==> config.mk <==
export PLATFORM = sky130hd
export DESIGN_NAME = f2i8_mul
export DESIGN_NICKNAME = d
export VERILOG_FILES = /design/src/hw/rtl/f2i8_pkg.sv /design/src/hw/rtl/f2i8_mul.sv
export SDC_FILE = /design/constraint.sdc
export NUM_CORES = 2
export LEC_CHECK = 0
export BUFFER_PORTS_ARGS = -buffer_cell sky130_fd_sc_hd__buf_2
export CORE_MARGIN = 5
export CORE_UTILIZATION = 35
export DETAILED_ROUTE_END_ITERATION = 7
export PLACE_DENSITY = 0.61
export SLEW_MARGIN = 20
export SYNTH_ARGS = -nofsm -noshare
export SYNTH_HDL_FRONTEND = slang
export SYNTH_SLANG_ARGS = --single-unit
==> constraint.sdc <==
create_clock -name vclk -period 31.8
set_clock_uncertainty 0.05 [all_clocks]
set_input_delay 6.36 -clock vclk [all_inputs]
set_output_delay 6.36 -clock vclk [all_outputs]
set_load 0.01 [all_outputs]
==> src/hw/rtl/f2i8_pkg.sv <==
// Package for the float to int8 quantizer: widths, types and constants.
// Used by every module of the block; depends on nothing.
`default_nettype none
package f2i8_pkg;
	localparam int LANES = 8;
	localparam int FP_W = 32;
	localparam int CODE_W = 8;
	localparam int CNT_W = 4;
	localparam logic [FP_W-1:0] INV_SCALE_RESET = 32'h3F80_0000;
	localparam logic [7:0] EXP_BIAS = 8'd127;

	typedef logic [FP_W-1:0] fp_t;
	typedef logic signed [CODE_W-1:0] code_t;

	// Per-lane result of the multiply stage, before clamping and rounding.
	typedef struct packed {
		logic        nan;
		logic        sign;
		logic        zero;   // product rounds to zero or is zero
		logic        big;    // magnitude beyond any code (incl. infinity)
		logic [9:0]  exp;    // unbiased exponent, signed, valid when not big/zero
		logic [23:0] mant;   // normalised significand with hidden bit
	} prod_t;
endpackage
`default_nettype wire

==> src/hw/rtl/f2i8_mul.sv <==
// One lane, first half: binary32 multiply with round to nearest even.
// Depends on f2i8_pkg; output is registered by the caller's pipeline.
`default_nettype none
module f2i8_mul (
	input  wire f2i8_pkg::fp_t  x,
	input  wire f2i8_pkg::fp_t  s,
	output f2i8_pkg::prod_t     p
);
	logic [7:0]  ex, es;
	logic [22:0] fx, fs;
	logic        x_nan, s_nan, x_inf, s_inf, x_z, s_z;
	logic [23:0] mx, ms;
	logic [47:0] prod;
	logic [23:0] m;
	logic        g, st, rnd;
	logic        hit;
	logic [24:0] mr;
	logic signed [10:0] e;
	logic signed [10:0] ef;
	logic [23:0] mfin;

	always_comb begin
		ex = x[30:23]; es = s[30:23];
		fx = x[22:0];  fs = s[22:0];
		x_nan = (ex == 8'hFF) && (fx != '0);
		s_nan = (es == 8'hFF) && (fs != '0);
		x_inf = (ex == 8'hFF) && (fx == '0);
		s_inf = (es == 8'hFF) && (fs == '0);
		x_z   = (ex == '0) && (fx == '0);
		s_z   = (es == '0) && (fs == '0);
		// Subnormals keep exponent 1 with no hidden bit. With one of them in
		// the product, its leading one can sit up to three places below bit 46
		// and still give a value of a quarter or more; anything lower is tiny.
		mx = {(ex != '0), fx};
		ms = {(es != '0), fs};
		prod = mx * ms;
		e = $signed({3'b0, (ex == '0) ? 8'd1 : ex}) + $signed({3'b0, (es == '0) ? 8'd1 : es})
			- 11'sd254;
		hit = 1'b1;
		if (prod[47]) begin
			m = prod[47:24]; g = prod[23]; st = |prod[22:0]; e = e + 11'sd1;
		end else if (prod[46]) begin
			m = prod[46:23]; g = prod[22]; st = |prod[21:0];
		end else if (prod[45]) begin
			m = prod[45:22]; g = prod[21]; st = |prod[20:0]; e = e - 11'sd1;
		end else if (prod[44]) begin
			m = prod[44:21]; g = prod[20]; st = |prod[19:0]; e = e - 11'sd2;
		end else if (prod[43]) begin
			m = prod[43:20]; g = prod[19]; st = |prod[18:0]; e = e - 11'sd3;
		end else begin
			m = prod[43:20]; g = 1'b0; st = 1'b0; hit = 1'b0;
		end
		rnd = g && (st || m[0]);
		mr = {1'b0, m} + {24'd0, rnd};
		if (mr[24]) begin
			mfin = mr[24:1]; ef = e + 11'sd1;
		end else begin
			mfin = mr[23:0]; ef = e;
		end
		p.nan  = x_nan || s_nan || (x_inf && s_z) || (s_inf && x_z);
		p.sign = x[31] ^ s[31];
		p.big  = x_inf || s_inf || (ef > 11'sd7);
		// Below 2^-2 the value rounds to zero after clamping anyway. An
		// infinite operand always clamps, however small the other one is.
		p.zero = !(x_inf || s_inf) && (x_z || s_z || !hit || (ef < -11'sd2));
		p.exp  = ef[9:0];
		p.mant = mfin;
	end
endmodule
`default_nettype wire

# == Word-level counts from Yosys, hierarchy flattened ==
# Index checks and enable logic that the tools add are counted.
# totals
register_bits,0
inputBits,64
wordCells,76
# classes
eq_ne,2
n_lt_le_gt_ge,2
addsub,8
mux,28
multipliers,1
n_bitwise,1
reduce_logical,34
# ops
op,count
two-way mux 24 bit,5
two-way mux 11 bit,6
multiplier 24 x 24 -> 48 bit,1
zero test 23 bit,2
nonzero test 23 bit,2
adder 24 x 1 -> 25 bit,1
OR reduction 23 bit,1
OR reduction 22 bit,1
subtractor 10 x 3 -> 11 bit (second input constant),2
OR reduction 21 bit,1
OR reduction 20 bit,1
OR reduction 19 bit,1
== test 8 bit (second input constant),2
zero test 8 bit,2
two-way mux 8 bit,2
nonzero test 8 bit,2
two-way mux 1 bit,15
adder 10 x 2 -> 11 bit (second input constant),1
adder 11 x 2 -> 11 bit (second input constant),1
greater-than comparator 11 x 4 -> 1 bit (second input constant),1
less-than comparator 11 x 2 -> 1 bit (second input constant),1
subtractor 10 x 2 -> 11 bit (second input constant),1
logical AND 1 bit,10
subtractor 9 x 8 -> 10 bit (second input constant),1
4 further kinds,13

# == Logic depth before layout (Yosys ltp) ==
# logic_depth
word_depth,15
mapped_depth,41

# == Worst setup path before layout ==
# No wires, ideal clock.
# synth_path
path_type,input port to output port
startpoint,in x[26]
endpoint,out p[34] (netlist name)
path_slack_ns,10.167
stages,38
arrival_time_ns,15.223
path_buffers,6
cell_sequence,nor4_1 > nand2_1 > clkbuf_1 > and2_1 > fa_1 > fa_1 > fa_1 > inv_1 > fa_1 > inv_1 > fa_1 > inv_1 > fa_1 > inv_1 > fa_1 > ha_1 > buf_2 > nand4_1 > [2 not listed] > nor4_2 > or3_1 > buf_2 > buf_6 > buf_6 > nor2_1 > o311ai_0 > a31oi_1 > and2_1 > ha_1 > o221ai_2 > nor3_1 > nand3_1 > buf_2 > nor3_2 > xor2_1 > nor4b_1 > a21boi_2
# synth_lines
item,line_no,source
start: declaration,f2i8_mul.sv:5,"input wire f2i8_pkg::fp_t x,"
end: declaration,f2i8_mul.sv:7,output f2i8_pkg::prod_t p

==> results.sh <==
export IMPL_synth_most_common_cell="inv_1"
export IMPL_ctsHoldBuffers=0
export IMPL_synth_area_mm2=0.0232
export IMPL_place_inst=3651
export IMPL_yosys_area_share_simple=0.220
export IMPL_cp_slowest_cell="nor2_2"
export IMPL_fin_tns_setup_ns=0
export IMPL_wirelength_um=67100
export IMPL_instances_no_fill=3652
export IMPL_status="complete, no violations"
export IMPL_period_needed_ns=23.32
export IMPL_syn_inst=2849
export IMPL_muxShareOfSynthArea=0.00830
export IMPL_antenna_found_initial=0
export IMPL_startpoint_type="input pin"
export IMPL_wl_per_cell_um=18.4
export IMPL_ys_seq_area_frac=0
export IMPL_cp_required_ns=25.39
export IMPL_place_congestion=0.928
export IMPL_num_clock_buffers=0
export IMPL_via_per_inst=5.26
export IMPL_fmax_mhz=42.9
export IMPL_ff_latch_area_um2=0
export IMPL_finalMaxSlewViolations=0
export IMPL_cp_num_buf_inv=8
export IMPL_drt_iter0_drc=1428
export IMPL_endpoint_kind="output pin"
export IMPL_grt_pass1_wl_um=109000
export IMPL_synth_fp_nets=3595
export IMPL_synth_yosys_warnings=0
export IMPL_fin_crit_sh=0.733
export IMPL_relSlewSlack=0.358
export IMPL_num_io_pins=102
export IMPL_worstMarginPinSlew_ns=0.964
export IMPL_synthAdderAreaFrac=0.524
export IMPL_track_usage=0.187
export IMPL_synth_area_per_cell_um2=8.15
export IMPL_hold_viol_final=0
export IMPL_grt_max_degree=40
export IMPL_drv_cap=0
export IMPL_die_w_um=268
export IMPL_io_buffers=102
export IMPL_cts_resized=0
export IMPL_coreArea_mm2=0.0657
export IMPL_synth_compound_area_frac=0.0996
export IMPL_drtPass1Iterations=8
export IMPL_dpl_hpwl_um=53800
export IMPL_vias=19200
export IMPL_postCtsSetupBuffers=0
export IMPL_netlist_cell_type_count=104
export IMPL_dpl_cell_area_mm2=0.0241
export IMPL_ant_nets=0
export IMPL_synth_top_family_by_area="adder cells"
export IMPL_grt_pass1_vias=20000
export IMPL_synth_common_cells="532 x inv_1, 484 x fa_1, 481 x nand2_1"
export IMPL_synthXorXnorAreaFrac=0.0301
export IMPL_postLayoutCellArea_mm2=0.0241
export IMPL_seq_cells=0
export IMPL_ys_top_cells_by_area="fa_1 42%, ha_1 11%, inv_1 8.6%, nand2_1 7.8%, and2_1 6.4%"
export IMPL_yosys_area_top_type="fa_1"
export IMPL_synthToLayoutAreaGrowth_pct=3.98
export IMPL_criticalPathCategory="input pin to output pin"
export IMPL_rows=94
export IMPL_drive_gt1_frac=0.0610
export IMPL_die_h_um=268
export IMPL_setup_violations_final=0
export IMPL_grt_setup_unrepaired="false"
export IMPL_nets=3535
export IMPL_start_util=0.353
export IMPL_max_stage_delay_ns=0.70
export IMPL_critPathTopFamily="adder cells"
export IMPL_drc=0
export IMPL_gr_total_overflow=0
export IMPL_path_max_fanout=25
export IMPL_yosysTopAreaCellShare=0.417
export IMPL_min_path_type="input pin to output pin"
export IMPL_dieArea_mm2=0.0716
export IMPL_cp_data_arrival_time_ns=16.91
export IMPL_cp_common_cell="fa_1"
==> cell type report <==
| type | count | area [um^2] |
|---|---|---|
| Antenna cell | 1 | 2.50 |
| Fill cell | 6854 | 41600 |
| Inverter | 534 | 2000 |
| Multi-Input combinational cell | 2144 | 20500 |
| Tap cell | 864 | 1080 |
| Timing Repair Buffer | 109 | 563 |
==> stage by stage <==
step	utilization	hold slack [ns]	setup slack [ns]
after floorplan	-	12.75	10.17
after global placement	0.367	12.93	8.73
after detailed placement	0.367	12.94	8.65
after CTS	0.367	12.94	8.59
after global routing	0.367	12.94	7.72
final	0.367	12.93	8.48
==> logic make-up after synthesis <==
group           after synthesis
xor+xnor                     79
mux                          18
compound gates              327
buf+inv                     705
fa+ha+maj                   682
simple gates               1038
==> worst paths after layout <==
path	from	to	cells past startpoint
setup / recovery	x[20]	p[27]	34
hold / removal	x[31]	p[36]	3
==> cells in the final DEF, fill, tap and decap left out, types with 5 or more instances in the layout <==
cell       Yosys  routed
a22oi_1        6       6
o21ai_1       13      13
a21oi_1       82      82
and3_1         9       9
nor3_1        45      45
or3_1         12      12
fa_1         484     484
and4_1         5       5
inv_1        532     532
o22ai_1        7       7
a21o_1        13      13
o21bai_1       9       9
nand3_1       30      30
o21ai_0       49      49
o211a_1        5       5
o21a_1        11      11
buf_2         29     102
ha_1         198     198
nor2_1       103     103
mux2i_1       13      13
o2111ai_1     10      10
a21boi_0       5       5
nand3b_1       5       5
nor4_1        22      22
o211ai_1      15      15
xor2_1        37      36
buf_4          4       7
nand2_1      481     481
nand2b_1      10      10
xnor2_1       41      41
and2_1       236     236
nand4_1       34      34
a211oi_1       7       7
o31ai_1       11      11
a221o_1        7       7
a31oi_1       16      16
or2_2          7       7
==> routing by layer <==
layer / global-route usage / routed length, um
met2: 0.323 / 32800
met3: 0.0199 / 3740
met5: 0 / 0
met1: 0.259 / 29200
met4: 0.0318 / 1300
