## config.mk

```make
export PLATFORM = sky130hd
export DESIGN_NAME = f2i8_rnd
export DESIGN_NICKNAME = d
export VERILOG_FILES = /design/src/hw/rtl/f2i8_pkg.sv /design/src/hw/rtl/f2i8_rnd.sv
export SDC_FILE = /design/constraint.sdc
export NUM_CORES = 1
export LEC_CHECK = 0
export BUFFER_PORTS_ARGS = -buffer_cell sky130_fd_sc_hd__buf_4
export CAP_MARGIN = 30
export CORE_ASPECT_RATIO = 0.9
export CORE_MARGIN = 2
export CORE_UTILIZATION = 51
export DETAILED_ROUTE_END_ITERATION = 8
export PLACE_DENSITY = 0.81
export RECOVER_POWER = 50
export SYNTH_ARGS = -nofsm -noshare
export SYNTH_HDL_FRONTEND = slang
export SYNTH_SLANG_ARGS = --single-unit
```

## constraint.sdc

```tcl
create_clock -name vclk -period 4.24
set_clock_uncertainty 0.1 [all_clocks]
set_input_delay 0.424 -clock vclk [all_inputs]
set_output_delay 0.424 -clock vclk [all_outputs]
set_load 0.05 [all_outputs]
```

## src/hw/rtl/f2i8_pkg.sv

```systemverilog
// Package for the float to int8 quantizer: widths, types and constants.
// Used by every module of the block; depends on nothing.
`default_nettype none
package f2i8_pkg;
	localparam int LANES = 8;
	localparam int FP_W = 32;
	localparam int CODE_W = 8;
	localparam int CNT_W = 4;
	localparam logic [FP_W-1:0] INV_SCALE_RESET = 32'h3F80_0000;
	localparam logic [7:0] EXP_BIAS = 8'd127;

	typedef logic [FP_W-1:0] fp_t;
	typedef logic signed [CODE_W-1:0] code_t;

	// Per-lane result of the multiply stage, before clamping and rounding.
	typedef struct packed {
		logic        nan;
		logic        sign;
		logic        zero;   // product rounds to zero or is zero
		logic        big;    // magnitude beyond any code (incl. infinity)
		logic [9:0]  exp;    // unbiased exponent, signed, valid when not big/zero
		logic [23:0] mant;   // normalised significand with hidden bit
	} prod_t;
endpackage
`default_nettype wire

```

## src/hw/rtl/f2i8_rnd.sv

```systemverilog
// One lane, second half: clamp to [-128,127] and round to integer, ties to even.
// Depends on f2i8_pkg.
`default_nettype none
module f2i8_rnd (
	input  wire f2i8_pkg::prod_t p,
	input  wire                  en,
	output f2i8_pkg::code_t      code
);
	logic [33:0] sh;
	logic [8:0]  ip;
	logic        g, st;
	logic [8:0]  mag;
	logic [3:0]  amt;

	always_comb begin
		// value = mant * 2^(exp-23); integer part = mant >> (23-exp), exp in -2..7
		amt = 4'(7 - $signed(p.exp));
		sh = {p.mant, 10'd0} >> amt;        // integer part lands in [33:26]
		ip = {1'b0, sh[33:26]};
		g  = sh[25];
		st = |sh[24:0];
		mag = ip + {8'd0, g && (st || ip[0])};
		code = '0;
		if (!en) begin
			code = '0;
		end else if (p.nan) begin
			code = -8'sd128;
		end else if (p.zero) begin
			code = '0;
		end else if (p.sign) begin
			code = (p.big || mag >= 9'd128) ? -8'sd128 : -$signed({1'b0, mag[6:0]});
		end else begin
			code = (p.big || mag >= 9'd127) ? 8'sd127 : $signed({1'b0, mag[6:0]});
		end
	end
endmodule
`default_nettype wire

```

# --- Yosys cells after proc, flatten, opt, wreduce, memory -nomap -nowiden ---
# Cells that the tools add are included.
totals:
  register_bits: 0
  word_cells: 17
classes:
  add_sub_neg: 3
  reduce_logical: 5
  muxes: 6
  n_shift: 1
  order_cmp: 2
op_table:
  columns: ["operator", "n"]
  rows:
  - ["2-to-1 mux 8 bit", 5]
  - [">> shifter 34 x 4 -> 34 bit", 1]
  - ["OR reduction 25 bit", 1]
  - ["adder 8 x 1 -> 9 bit", 1]
  - ["greater-or-equal comparator 9 x 7 -> 1 bit (second input constant)", 1]
  - ["greater-or-equal comparator 9 x 8 -> 1 bit (second input constant)", 1]
  - ["negator 7 -> 8 bit", 1]
  - ["2-to-1 mux 7 bit", 1]
  - ["subtractor 4 bit (first input constant)", 1]
  - ["logical OR 1 bit", 3]
  - ["logical AND 1 bit", 1]

# --- Depth between registers and ports, before layout ---
# Gate-level depths: netlist (run 1).
logic_depth:
  word_depth: 13
  ltp_mapped: 15

# --- Worst setup path before layout (run 1) ---
# OpenSTA, ideal clock, no wires.
synth_timing:
  path_kind: "input to output"
  start: "input p[25] (netlist bit)"
  end: "output code[5]"
  cell_stages: 13
  arrival_ns: 4.117
  n_path_buf: 3
  slack_ns: -0.401
  path_cell_list: "buf_2 -> buf_1 -> inv_2 -> mux2_2 -> nor2_1 -> a211oi_1 -> ha_1 -> buf_2 -> o21ai_0 -> o31ai_1 -> or4b_4 -> or4_1 -> a31oi_1"
synth_between:
  elab_chain_len: 13
  elab_cells_between_ends: 17
  classes_between: "add/sub (3); order compare (2); shift (1); mux (6); reduce/logical (5)"
synth_lines:
  columns: ["element", "line_no", "text"]
  rows:
  - ["start, declared", "f2i8_rnd.sv:5", "input wire f2i8_pkg::prod_t p,"]
  - ["subtractor 4 bit *", "f2i8_rnd.sv:17", "amt = 4'(7 - $signed(p.exp));"]
  - [">> shifter 34 x 4 -> 34 bit *", "f2i8_rnd.sv:18", "sh = {p.mant, 10'd0} >> amt;"]
  - ["OR reduction 25 bit", "f2i8_rnd.sv:21", "st = |sh[24:0];"]
  - ["logical OR 1 bit", "f2i8_rnd.sv:22", "mag = ip + {8'd0, g && (st || ip[0])};"]
  - ["logical AND 1 bit", "f2i8_rnd.sv:22", null]
  - ["adder 8 x 1 -> 9 bit *", "f2i8_rnd.sv:22", null]
  - ["greater-or-equal comparator 9 x 7 -> 1 bit / greater-or-equal comparator 9 x 8 -> 1 bit (equally long branches)", "f2i8_rnd.sv:33, f2i8_rnd.sv:31", null]
  - ["logical OR 1 bit (on tied branches)", "f2i8_rnd.sv:33, f2i8_rnd.sv:31", null]
  - ["2-to-1 mux 7 bit / 2-to-1 mux 8 bit (equally long branches)", "f2i8_rnd.sv:33, f2i8_rnd.sv:31", null]
  - ["2-to-1 mux 8 bit *", "f2i8_rnd.sv:30", "end else if (p.sign) begin"]
  - ["2-to-1 mux 8 bit *", "f2i8_rnd.sv:28", "end else if (p.zero) begin"]
  - ["2-to-1 mux 8 bit *", "f2i8_rnd.sv:26", "end else if (p.nan) begin"]
  - ["2-to-1 mux 8 bit *", "f2i8_rnd.sv:24", "if (!en) begin"]
  - ["end, declared", "f2i8_rnd.sv:7", "output f2i8_pkg::code_t code"]
# Mark *: on every way between the ends. The rest lies on a longest branch, timed or not.

# --- Final worst setup path (run 1) ---
layout_timing:
  start: "input p[24] (netlist bit)"
  end: "output code[6]"
# Same word-level chain as after synthesis.

==> results by stage, run 1 <==
STA:
- Final hold analysis gives a worst-case slack of 1.126 ns.
- The final count of pins violating max slew is 0.
- The post-route clock period utilization is 99.04%.
- The worst pin sits at a relative slew slack of 69.41%.
- The final hold violation count is 0.
- The final setup TNS is 0 ns.
- Setup violations remaining at the end of the flow were counted as 0.
- The slew at the pin with the worst max-slew slack is 0.4573 ns.
- The achievable clock frequency is 238.1 MHz.
- The final critical path time including I/O delays and setup is 4.199 ns.

Placed design:
- The congestion estimate from routability-driven global placement came to 0.9081.
- After legalization and detailed placement, the total HPWL measured 4070 um.
- The count of buffers from port buffering is 41.

Layout:
- The antenna diode instance count is 0.
- The number of fillers in the final layout is 276.
- The flip-flop and latch count is 0.
- The sequential cell area is 0 sq um.
- The share of post-route cells with drive strength above 1 is 39.64%.
- Once layout is complete, the utilization of the core stands at 72.49%.
- The clock buffers instantiated in the layout total 0.
- The area of combinational cells with multiple inputs is 0.001630 sq mm.
- Compared with the post-synthesis result, the final layout area differs by 32.22%.
- The net count of the finished layout is 319.

Setup path:
- The kind of critical path is input pin to output pin.
- The worst path required time is 3.72 ns.
- The data arrival time at the worst-slack endpoint is 3.68 ns.
- The launch point of the worst path is p[24].
- The worst setup path is captured at an output pin.
- The kind of start point of the critical path is an input pin.
- The critical-path maximum fanout is 4.

Yosys:
- After synthesis, the mean cell area works out to 7.513 sq um.
- Sequential cells were found to cover 0% of the synthesized design area.
- The largest family of logic cells by synthesized area is simple AND/OR/NAND/NOR gates.
- The number of standard cells after synthesis is 229.
- After Yosys synthesis, XOR and XNOR cells account for 0.5091% of the synthesized area.
- The multiplexer share of the synthesized area is 26.69%.
- The top cell type by area accounts for 10.47% of the synthesized area.
- The adder-cell share of the synthesized area is 2.182%.
- The Yosys step of the flow raised 0 warnings.
- The post-synthesis share of cell area spent on and, or, nand and nor gates is 31.78%.
- sky130_fd_sc_hd__mux4_2 takes more of the synthesized area than any other cell.
- In the synthesized netlist, the cells that appear most often are sky130_fd_sc_hd__nand2_1 (17), sky130_fd_sc_hd__a21oi_1 (15), sky130_fd_sc_hd__mux2_2 (14), sky130_fd_sc_hd__nor2_1 (14).
- By area the synthesized netlist is led by sky130_fd_sc_hd__mux4_2 (10%), sky130_fd_sc_hd__mux2_2 (9.2%), sky130_fd_sc_hd__mux2i_1 (4.7%), sky130_fd_sc_hd__a21oi_1 (4.4%), sky130_fd_sc_hd__nand2_1 (3.7%).
- The synthesized netlist devotes 30.76% of its cell area to compound gates.
- After synthesis the cells add up to 0.001720 sq mm.
- The most common cell in the synthesized netlist is sky130_fd_sc_hd__nand2_1.
- When the netlist entered floorplanning its net count stood at 271.
- Counting distinct cell types in the post-synthesis netlist gives 59.

Die:
- The floorplan step defined a die boundary enclosing 0.003855 sq mm.
- The placeable core region is 0.003138 sq mm.
- The chip width is 65.22 um.
- During I/O placement, the number of pins put on the boundary was 47.
- The starting utilization of the core area is 54.82%.
- The floorplan has 19 rows.
- The y dimension of the die is 59.10 um.

Worst hold path:
- The hold path startpoint is p[37].
- The path type of the worst min-delay path is input pin to output pin.

Power and ir drop:
- The portion of total power attributed to the clock network is 0%.
- VDD sags by at most 0.00008973 V.
- The power share of the combinational group is 100.0%.
- The total power is 271.5 uW.
- The reported leakage power is 0.8983 nW.
- The net switching power is 140.3 uW.
- For this design the ratio of total power to cell area is 119.3 mW/mm^2.
- The sequential share of power is 0%.
- Net switching is 51.67% of the power.
- The internal power of the cells totals 131.2 uW.

Drt:
- The number of nets with antenna violations after detailed routing is 0.
- Wires add up to 5486 um.
- The DRC violation count after routing is 0.
- For this block, the via count after detailed routing is 2135.
- After detailed routing, the number of vias per cell comes to 6.735.
- The violation count after the first detailed-routing iteration is 213.
- The post-detailed-route wirelength per cell is 17.31 um.
- The first detailed-routing pass ran for 4 iterations.

Global route:
- The residual overflow from global routing is 0.
- The initial antenna violation count is 0.
- The via count of the first global-routing pass was 1847.
- The first global-routing pass estimated 8638 um of wire.
- Entering global routing, the biggest net connects 37 pins.
- Global routing consumed, over all layers together, 27.53% of the routing resources.

Clock network:
- In this run, post-CTS hold repair placed 0 buffers.

Flow run:
- The max-capacitance violation count is 0.

Outcome:
- The run finished with clean final reports.
[metrics by stage]
step / setup slack [ns] / area (sq um) / instances
4_1_cts: 0.005536 / 2211 / 314
3_5_place_dp: -0.03722 / 2192 / 312
6_report: 0.04078 / 2275 / 317
2_1_floorplan: -0.1610 / 1757 / 229
5_1_grt: -0.07956 / 2275 / 317
3_3_place_gp: 0.01283 / 2192 / 312
[power by group through the flow]
| stage | Sequential (mW) | Clock (mW) | Combinational (mW) |
|---|---|---|---|
| after CTS | 0 | 0 | 0.254 |
| after detailed placement | 0 | 0 | 0.249 |
| after global routing | 0 | 0 | 0.293 |
| after global placement | 0 | 0 | 0.243 |
| after floorplan | 0 | 0 | 0.162 |
| final | 0 | 0 | 0.271 |
[per-layer routing]
metal  routed length, um  up-vias  track usage, %
li1                    -     1007               -
met1                2358     1010           43.41
met2                2486      116           42.86
met3                 617        2           2.281
met4                  23        0           1.190
met5                   0        -               0
[layout by cell type (no fill, tap or decap), drive strengths merged, types with 3 or more instances in the layout]
cell,Yosys,routed
o21ai,8,8
nor4,3,3
a32oi,4,4
o31a,3,3
mux2,17,17
nor3,8,8
and3b,3,3
clkbuf,8,4
nand4,7,7
o211ai,6,6
a211oi,5,5
a31oi,5,5
a21o,3,3
and4,4,4
a21oi,15,15
mux2i,8,8
buf,12,62
and2,7,7
ha,3,3
or4,4,4
nand3b,3,3
nand3,6,6
nand2,17,17
or3,5,5
inv,6,6
nor2,14,14
nor2b,6,6
o41a,3,3
mux4,8,8
[critical path, stage by stage]
cell                       delay (ns)
sky130_fd_sc_hd__buf_8           0.11
sky130_fd_sc_hd__mux4_2          0.50
sky130_fd_sc_hd__a211oi_2        0.21
sky130_fd_sc_hd__a31oi_1         0.11
sky130_fd_sc_hd__a2111o_1        0.31
sky130_fd_sc_hd__o41a_1          0.49
sky130_fd_sc_hd__nor2_2          0.14
sky130_fd_sc_hd__ha_2            0.20
sky130_fd_sc_hd__inv_1           0.06
sky130_fd_sc_hd__or3_4           0.39
sky130_fd_sc_hd__o2111a_1        0.25
sky130_fd_sc_hd__o31a_4          0.33
sky130_fd_sc_hd__buf_8           0.15
[final cells by class]
type,instances,share of cell area [%]
Inverter,7,1.155
Tap cell,42,2.310
Multi-Input combinational cell,202,71.67
Timing Repair Buffer,66,24.86
[cells by family (layout without fill, tap and decap cells)]
| family | Yosys count | count (layout) |
|---|---|---|
| multiplexers | 33 | 33 |
| AND/OR/NAND/NOR | 95 | 95 |
| buffers and inverters | 27 | 73 |
| AO/OA/AOI/OAI | 70 | 70 |
| XOR/XNOR | 1 | 1 |
| adder cells (fa/ha/maj) | 3 | 3 |
[final timing paths]
path	endpoint	cells past startpoint	slack [ns]
setup / recovery	code[6]	13	0.04
hold / removal	code[7]	4	1.13
[repair_timing]
action                     4_1_cts  5_1_grt
setup endpoints to repair        1        3
cloned                           0        1
buffers inserted                 2        2
pin swaps                        3        7
gates resized for setup          1        8
Note: power is estimated with default switching activity, not from simulation.
==> run 2, diff against run 1 <==
--- a/config.mk
+++ b/config.mk
@@ -5,13 +5,13 @@
 export SDC_FILE = /design/constraint.sdc
 export NUM_CORES = 1
 export LEC_CHECK = 0
-export BUFFER_PORTS_ARGS = -buffer_cell sky130_fd_sc_hd__buf_4
 export CAP_MARGIN = 30
 export CORE_ASPECT_RATIO = 0.9
 export CORE_MARGIN = 2
-export CORE_UTILIZATION = 51
+export CORE_UTILIZATION = 55
 export DETAILED_ROUTE_END_ITERATION = 8
-export PLACE_DENSITY = 0.81
+export DONT_BUFFER_PORTS = 1
+export PLACE_DENSITY = 0.73
 export RECOVER_POWER = 50
 export SYNTH_ARGS = -nofsm -noshare
 export SYNTH_HDL_FRONTEND = slang
==> results by stage, run 2 (synthesized netlist as in run 1, its figures left out) <==
Outcome:
- The run finished with clean final reports.

Drt:
- The number of nets with antenna violations after detailed routing is 0.
- The post-detailed-route wirelength per cell is 17.65 um.
- In the routed design, unresolved DRC markers number 0.
- The total number of vias is 1810.
- The average vias per placed instance is 6.988.
- For this block, the initial DRC count from the detailed router was 150.
- The length of the first detailed-routing pass in iterations is 4.
- The final layout contains routed wiring with a total length of 4572 um.

Setup path:
- The kind of start point of the critical path is an input pin.
- The worst setup path is of the input pin to output pin kind.
- Data on the critical path is required at its endpoint by 3.72 ns.
- The critical-path maximum fanout is 50.
- Data arrives at the worst endpoint at 3.58 ns.
- The worst setup path is captured at an output pin.

Layout:
- Leaving out fill and tap cells, the most frequent cells in the layout are sky130_fd_sc_hd__nand2_1 (17), sky130_fd_sc_hd__a21oi_1 (15), sky130_fd_sc_hd__nor2_1 (14).
- Leaving out fill and tap cells, the most frequent cell in the layout is sky130_fd_sc_hd__nand2_1.
- The summed area of non-filler cells in the final layout is 0.001759 sq mm.
- The repair_antennas step left the layout with diodes totalling 0.
- After filler insertion, the fill cell instance count of the layout stands at 296.
- The share of post-route cells with drive strength above 1 is 20.28%.
- The net count of the finished layout is 261.
- From synthesis to final layout, the design area changed by 2.255%.
- The flip-flop and latch count is 0.
- The sequential cell area is 0 sq um.
- For this run, the number of standard cells in the final layout without fillers is 259.
- The layout clock buffer count is 0.

Die:
- The die covers 0.003592 sq mm.
- The count of standard-cell rows is 19.
- The placeable core region is 0.003019 sq mm.
- Measured along the x axis, the die boundary spans 62.96 um.
- The boundary pin count is 47.
- For this configuration, the core starts out at a cell density of 56.98%.
- The die is 57.06 um tall.

Placed design:
- The cell total after placement is 259.
- The weighted congestion reported at the end of routability-driven placement is 0.8971.
- In this run the cell area measured after placement is 0.001769 sq mm.
- Once detailed placement completed, the half-perimeter wirelength came to 3440 um.
- The worst slack at placement is 0.1991 ns.
- The count of buffers from port buffering is 0.

Global route:
- After global routing the overflow that remains totals 0.
- Entering global routing, the biggest net connects 51 pins.
- The first global-routing pass estimated 7596 um of wire.
- The via count of the first global-routing pass came to 1647.
- The initial antenna violation count is 0.
- Across every metal layer, demand over resource in global routing totals 25.36%.

STA:
- Setup repair after global routing left no endpoint under its margin.
- The final hold violation count is 0.
- The slew at the pin with the worst max-slew slack is 0.6022 ns.
- The final setup TNS is 0 ns.
- Setup violations remaining at the end of the flow were counted as 0.
- Dividing the final minimum period by the clock period gives 96.76%.
- Counting I/O delays and the setup requirement, the final critical path takes 4.102 ns.
- The final count of pins violating max slew is 0.
- The achievable clock frequency is 243.8 MHz.
- Once routing completed, OpenROAD measured the worst setup slack at 0.1375 ns.
- The headroom to the max-slew limit is 60.03%.

Worst hold path:
- The endpoint of the worst hold path is code[0].
- The worst hold path was traced through 2 stages.
- The hold path startpoint is p[36].
- The tightest min-delay check is of the input pin to output pin type.

Flow run:
- Max-cap violations in this run came to 0.

Power and ir drop:
- Dividing total power by cell area gives a power density of 94.97 mW/mm^2.
- Summed over all cells, the static leakage comes to 0.5899 nW.
- The highest ir drop seen on vdd is 0.00003993 V.

Clock network:
- The number of hold-repair buffers added at the cts stage is 0.
- In this run the post-CTS setup repair buffer count came out at 0.
- After clock tree synthesis, the repair step resized 0 gates.
-- run 2: worst max-delay path, stage by stage --
cell and delay, ns:
sky130_fd_sc_hd__mux4_2 0.48, sky130_fd_sc_hd__a211oi_2 0.16, sky130_fd_sc_hd__a31oi_1 0.11, sky130_fd_sc_hd__a2111o_1 0.38, sky130_fd_sc_hd__o41a_1 0.50, sky130_fd_sc_hd__nor2_1 0.17
sky130_fd_sc_hd__ha_1 0.20, sky130_fd_sc_hd__inv_1 0.07, sky130_fd_sc_hd__or3_1 0.39, sky130_fd_sc_hd__o2111a_1 0.27, sky130_fd_sc_hd__o31a_4 0.41
-- run 2: metrics by stage --
stage / hold WS [ns] / total power, mW / utilization (%)
after floorplan: 0.9994 / 0.1622 / -
after global placement: 1.001 / 0.1652 / 58.60
after detailed placement: 1.002 / 0.1676 / 58.60
after CTS: 1.002 / 0.1681 / 58.60
after global routing: 1.013 / 0.1828 / 58.27
final: 1.001 / 0.1671 / 58.27
-- run 2: power by group --
| part | switching, mW | internal [mW] | leakage [nW] |
|---|---|---|---|
| combinational | 0.0868 | 0.0803 | 0.590 |
| sequential | 0 | 0 | 0 |
| clock | 0 | 0 | 0 |
| total | 0.0868 | 0.0803 | 0.590 |
-- run 2: worst max path at each step --
| stage | endpoint | slack, ns | start |
|---|---|---|---|
| floorplan | code[5] | -0.16 | p[25] |
| global placement | code[6] | 0.22 | p[24] |
| detailed placement | code[6] | 0.20 | p[24] |
| CTS | code[6] | 0.19 | p[24] |
| global route | code[6] | 0.05 | p[24] |
| finish | code[6] | 0.14 | p[24] |
-- run 2: per-layer routing --
layer / vias up / part of all wire, % / track usage [%]
li1: 883 / - / -
met2: 63 / 46 / 39.97
met1: 864 / 46 / 39.00
met3: 0 / 7.5 / 2.761
met5: - / 0 / 0
met4: 0 / 0 / 1.587
-- run 2: layout make-up --
cell class | instances | area, sq um | area share [%]
multi-input combinational | 202 | 1612 | 91.61
timing repair buffer | 8 | 68.82 | 3.912
tap | 42 | 52.55 | 2.987
inverter | 7 | 26.28 | 1.494
==> run 3, diff against run 2 <==
--- a/config.mk
+++ b/config.mk
@@ -11,6 +11,7 @@
 export CORE_UTILIZATION = 55
 export DETAILED_ROUTE_END_ITERATION = 8
 export DONT_BUFFER_PORTS = 1
+export GPL_ROUTABILITY_DRIVEN = 0
 export PLACE_DENSITY = 0.73
 export RECOVER_POWER = 50
 export SYNTH_ARGS = -nofsm -noshare
==> constraint.sdc (replaced) <==
create_clock -name vclk -period 4.24
set_clock_uncertainty 0.1 [all_clocks]
set_input_delay 0.212 -clock vclk [all_inputs]
set_output_delay 0.212 -clock vclk [all_outputs]
set_load 0.05 [all_outputs]
==> results by stage, run 3 (synthesized netlist as in run 1, its figures left out) <==
Outcome:
- The flow ran to the end, and the final reports show no timing, DRC or antenna violations.

Layout:
- The core occupancy in the finished layout is 56.53%.
- In the layout the commonest cells are sky130_fd_sc_hd__nand2_1 (17), sky130_fd_sc_hd__a21oi_1 (15), sky130_fd_sc_hd__mux2_2 (14), sky130_fd_sc_hd__nor2_1 (14).
- The net count of the finished layout is 259.
- Leaving out fill and tap cells, the most frequent cell in the layout is sky130_fd_sc_hd__nand2_1.
- The area growth from synthesis to layout is -0.7998%.
- After layout, the clock buffer instance count stands at 0.
- The flip-flop and latch count is 0.
- Summing all flip-flop and latch instances after layout gives 0 sq um.
- Cells with a size suffix above 1 make up 17.67% of the layout.
- 0 antenna diodes ended up in the layout.

Die:
- The starting utilization of the core area is 56.98%.
- The floorplan step set the die width to 62.96 um.
- In this run the vertical extent of the chip is 57.06 um.
- The boundary pin count is 47.
- The count of standard-cell rows is 19.
- The floorplan die area is 0.003592 sq mm.
- The placeable core region is 0.003019 sq mm.

Drt:
- Once detail routing completed, the nets flagged for antenna violations numbered 0.
- For this run, design rule violations remaining after detail routing come to 0.
- The violation count after the first detailed-routing iteration is 101.
- The total number of vias is 1835.
- The routed design has 4605 um of wire.
- The post-detailed-route wirelength per cell is 17.92 um.
- The first TritonRoute pass finished after 4 iterations.
- The average vias per placed instance is 7.140.

Worst hold path:
- The path class of the tightest hold or removal check is input pin to output pin.

Global route:
- The initial antenna violation count is 0.
- The first-pass GRT wire length is 7728 um.
- The residual overflow from global routing is 0.
- The aggregate global-route resource usage is 25.47%.
- The via count of the first global-routing pass is 1655.
- Entering global routing, the biggest net connects 51 pins.

Power and ir drop:
- The highest ir drop seen on vdd is 0.00004055 V.
- For this design the static power due to leakage is 0.5646 nW.
- The power density over cell area is 95.38 mW/mm^2.
- The completed layout was analyzed and its total power is 162.8 uW.

STA:
- The final count of pins violating max slew came to 0.
- The final hold violation count is 0.
- The final critical path time including I/O delays and setup is 3.812 ns.
- Dividing the final minimum period by the clock period gives 89.90%.
- The achievable clock frequency is 262.3 MHz.
- Setup slack on the critical path of the routed design comes to 0.4283 ns.
- Headroom to the max-slew limit came out at 35.32%.
- Summed over all failing endpoints, the final setup total negative slack is 0 ns.
- Setup repair after global routing left no endpoint under its margin.
- At the pin with the least slew margin, the transition time is 0.9637 ns.
- Setup violations remaining at the end of the flow were counted as 0.

Clock network:
- Gates resized during post-CTS repair numbered 0.
- The number of buffers inserted to repair setup after CTS is 0.
- For this design, the CTS-stage hold fixing added 0 buffers.

Setup path:
- Traced cell by cell, the critical path runs through mux4_2 > a211oi_1 > a31oi_1 > a2111o_1 > o41a_1 > nor2_1 > ha_1 > inv_1 > or4_1 > a21oi_1 > o21a_1.
- The kind of critical path is input pin to output pin.
- The worst setup path is captured at an output pin.
- The delay of the slowest critical-path stage is 0.51 ns.
- The library cell contributing the largest single delay on the critical path is sky130_fd_sc_hd__o41a_1.
- STA classifies the critical path startpoint as an input pin.
- For the worst setup path, the data required time is 3.93 ns.
- The data arrival time at the worst-slack endpoint is 3.50 ns.
- Along the worst path, the maximum fanout reaches 50.

Placed design:
- Prior to clock tree synthesis, the placed netlist has a worst setup slack of 0.4963 ns.
- The HPWL after detailed placement is 3395 um.
- The count of buffers from port buffering is 0.

Flow run:
- Max-cap violations in this run came to 0.
## run 3: changes by cell type in the layout (fill, tap and decap cells not counted), sizes merged
cell and delta:
clkbuf +2, buf -4
## run 3: report_power, final
| part | total [mW] | switching (mW) | internal [mW] |
|---|---|---|---|
| Sequential | 0 | 0 | 0 |
| Combinational | 0.163 | 0.0845 | 0.0783 |
| Clock | 0 | 0 | 0 |
## run 3: stage by stage
stage	hold slack (ns)	instance area (sq um)	instances
floorplan	0.6170	1720	229
global placement	0.5752	1723	257
detailed placement	0.5758	1723	257
CTS	0.5759	1723	257
global route	0.6590	1707	257
finish	0.6518	1707	257
## run 3: worst paths after layout
path	startpoint	endpoint	cells past startpoint
max	p[24]	code[4]	11
min	p[36]	code[5]	3
## run 3: metal layers
metal / wire length [um] / up-vias / track usage [%]
met4: 7 / 0 / 2.222
met5: 0 / - / 0
met3: 283 / 2 / 2.959
li1: - / 891 / -
met2: 2051 / 61 / 41.79
met1: 2263 / 881 / 37.48
## run 3: worst max-delay path, delay by kind of cell
kind,cells,cell delay [ns]
multiplexers,1,0.47
AND/OR/NAND/NOR,2,0.69
buffers and inverters,1,0.06
adder cells (fa/ha/maj),1,0.20
AO/OA/AOI/OAI,6,1.86
## run 3: area by class of cell
type                       count  area (sq um)
multi-input combinational    202          1594
fill                         315          1313
tap                           42         52.55
timing repair buffer           6         33.78
inverter                       7         26.28
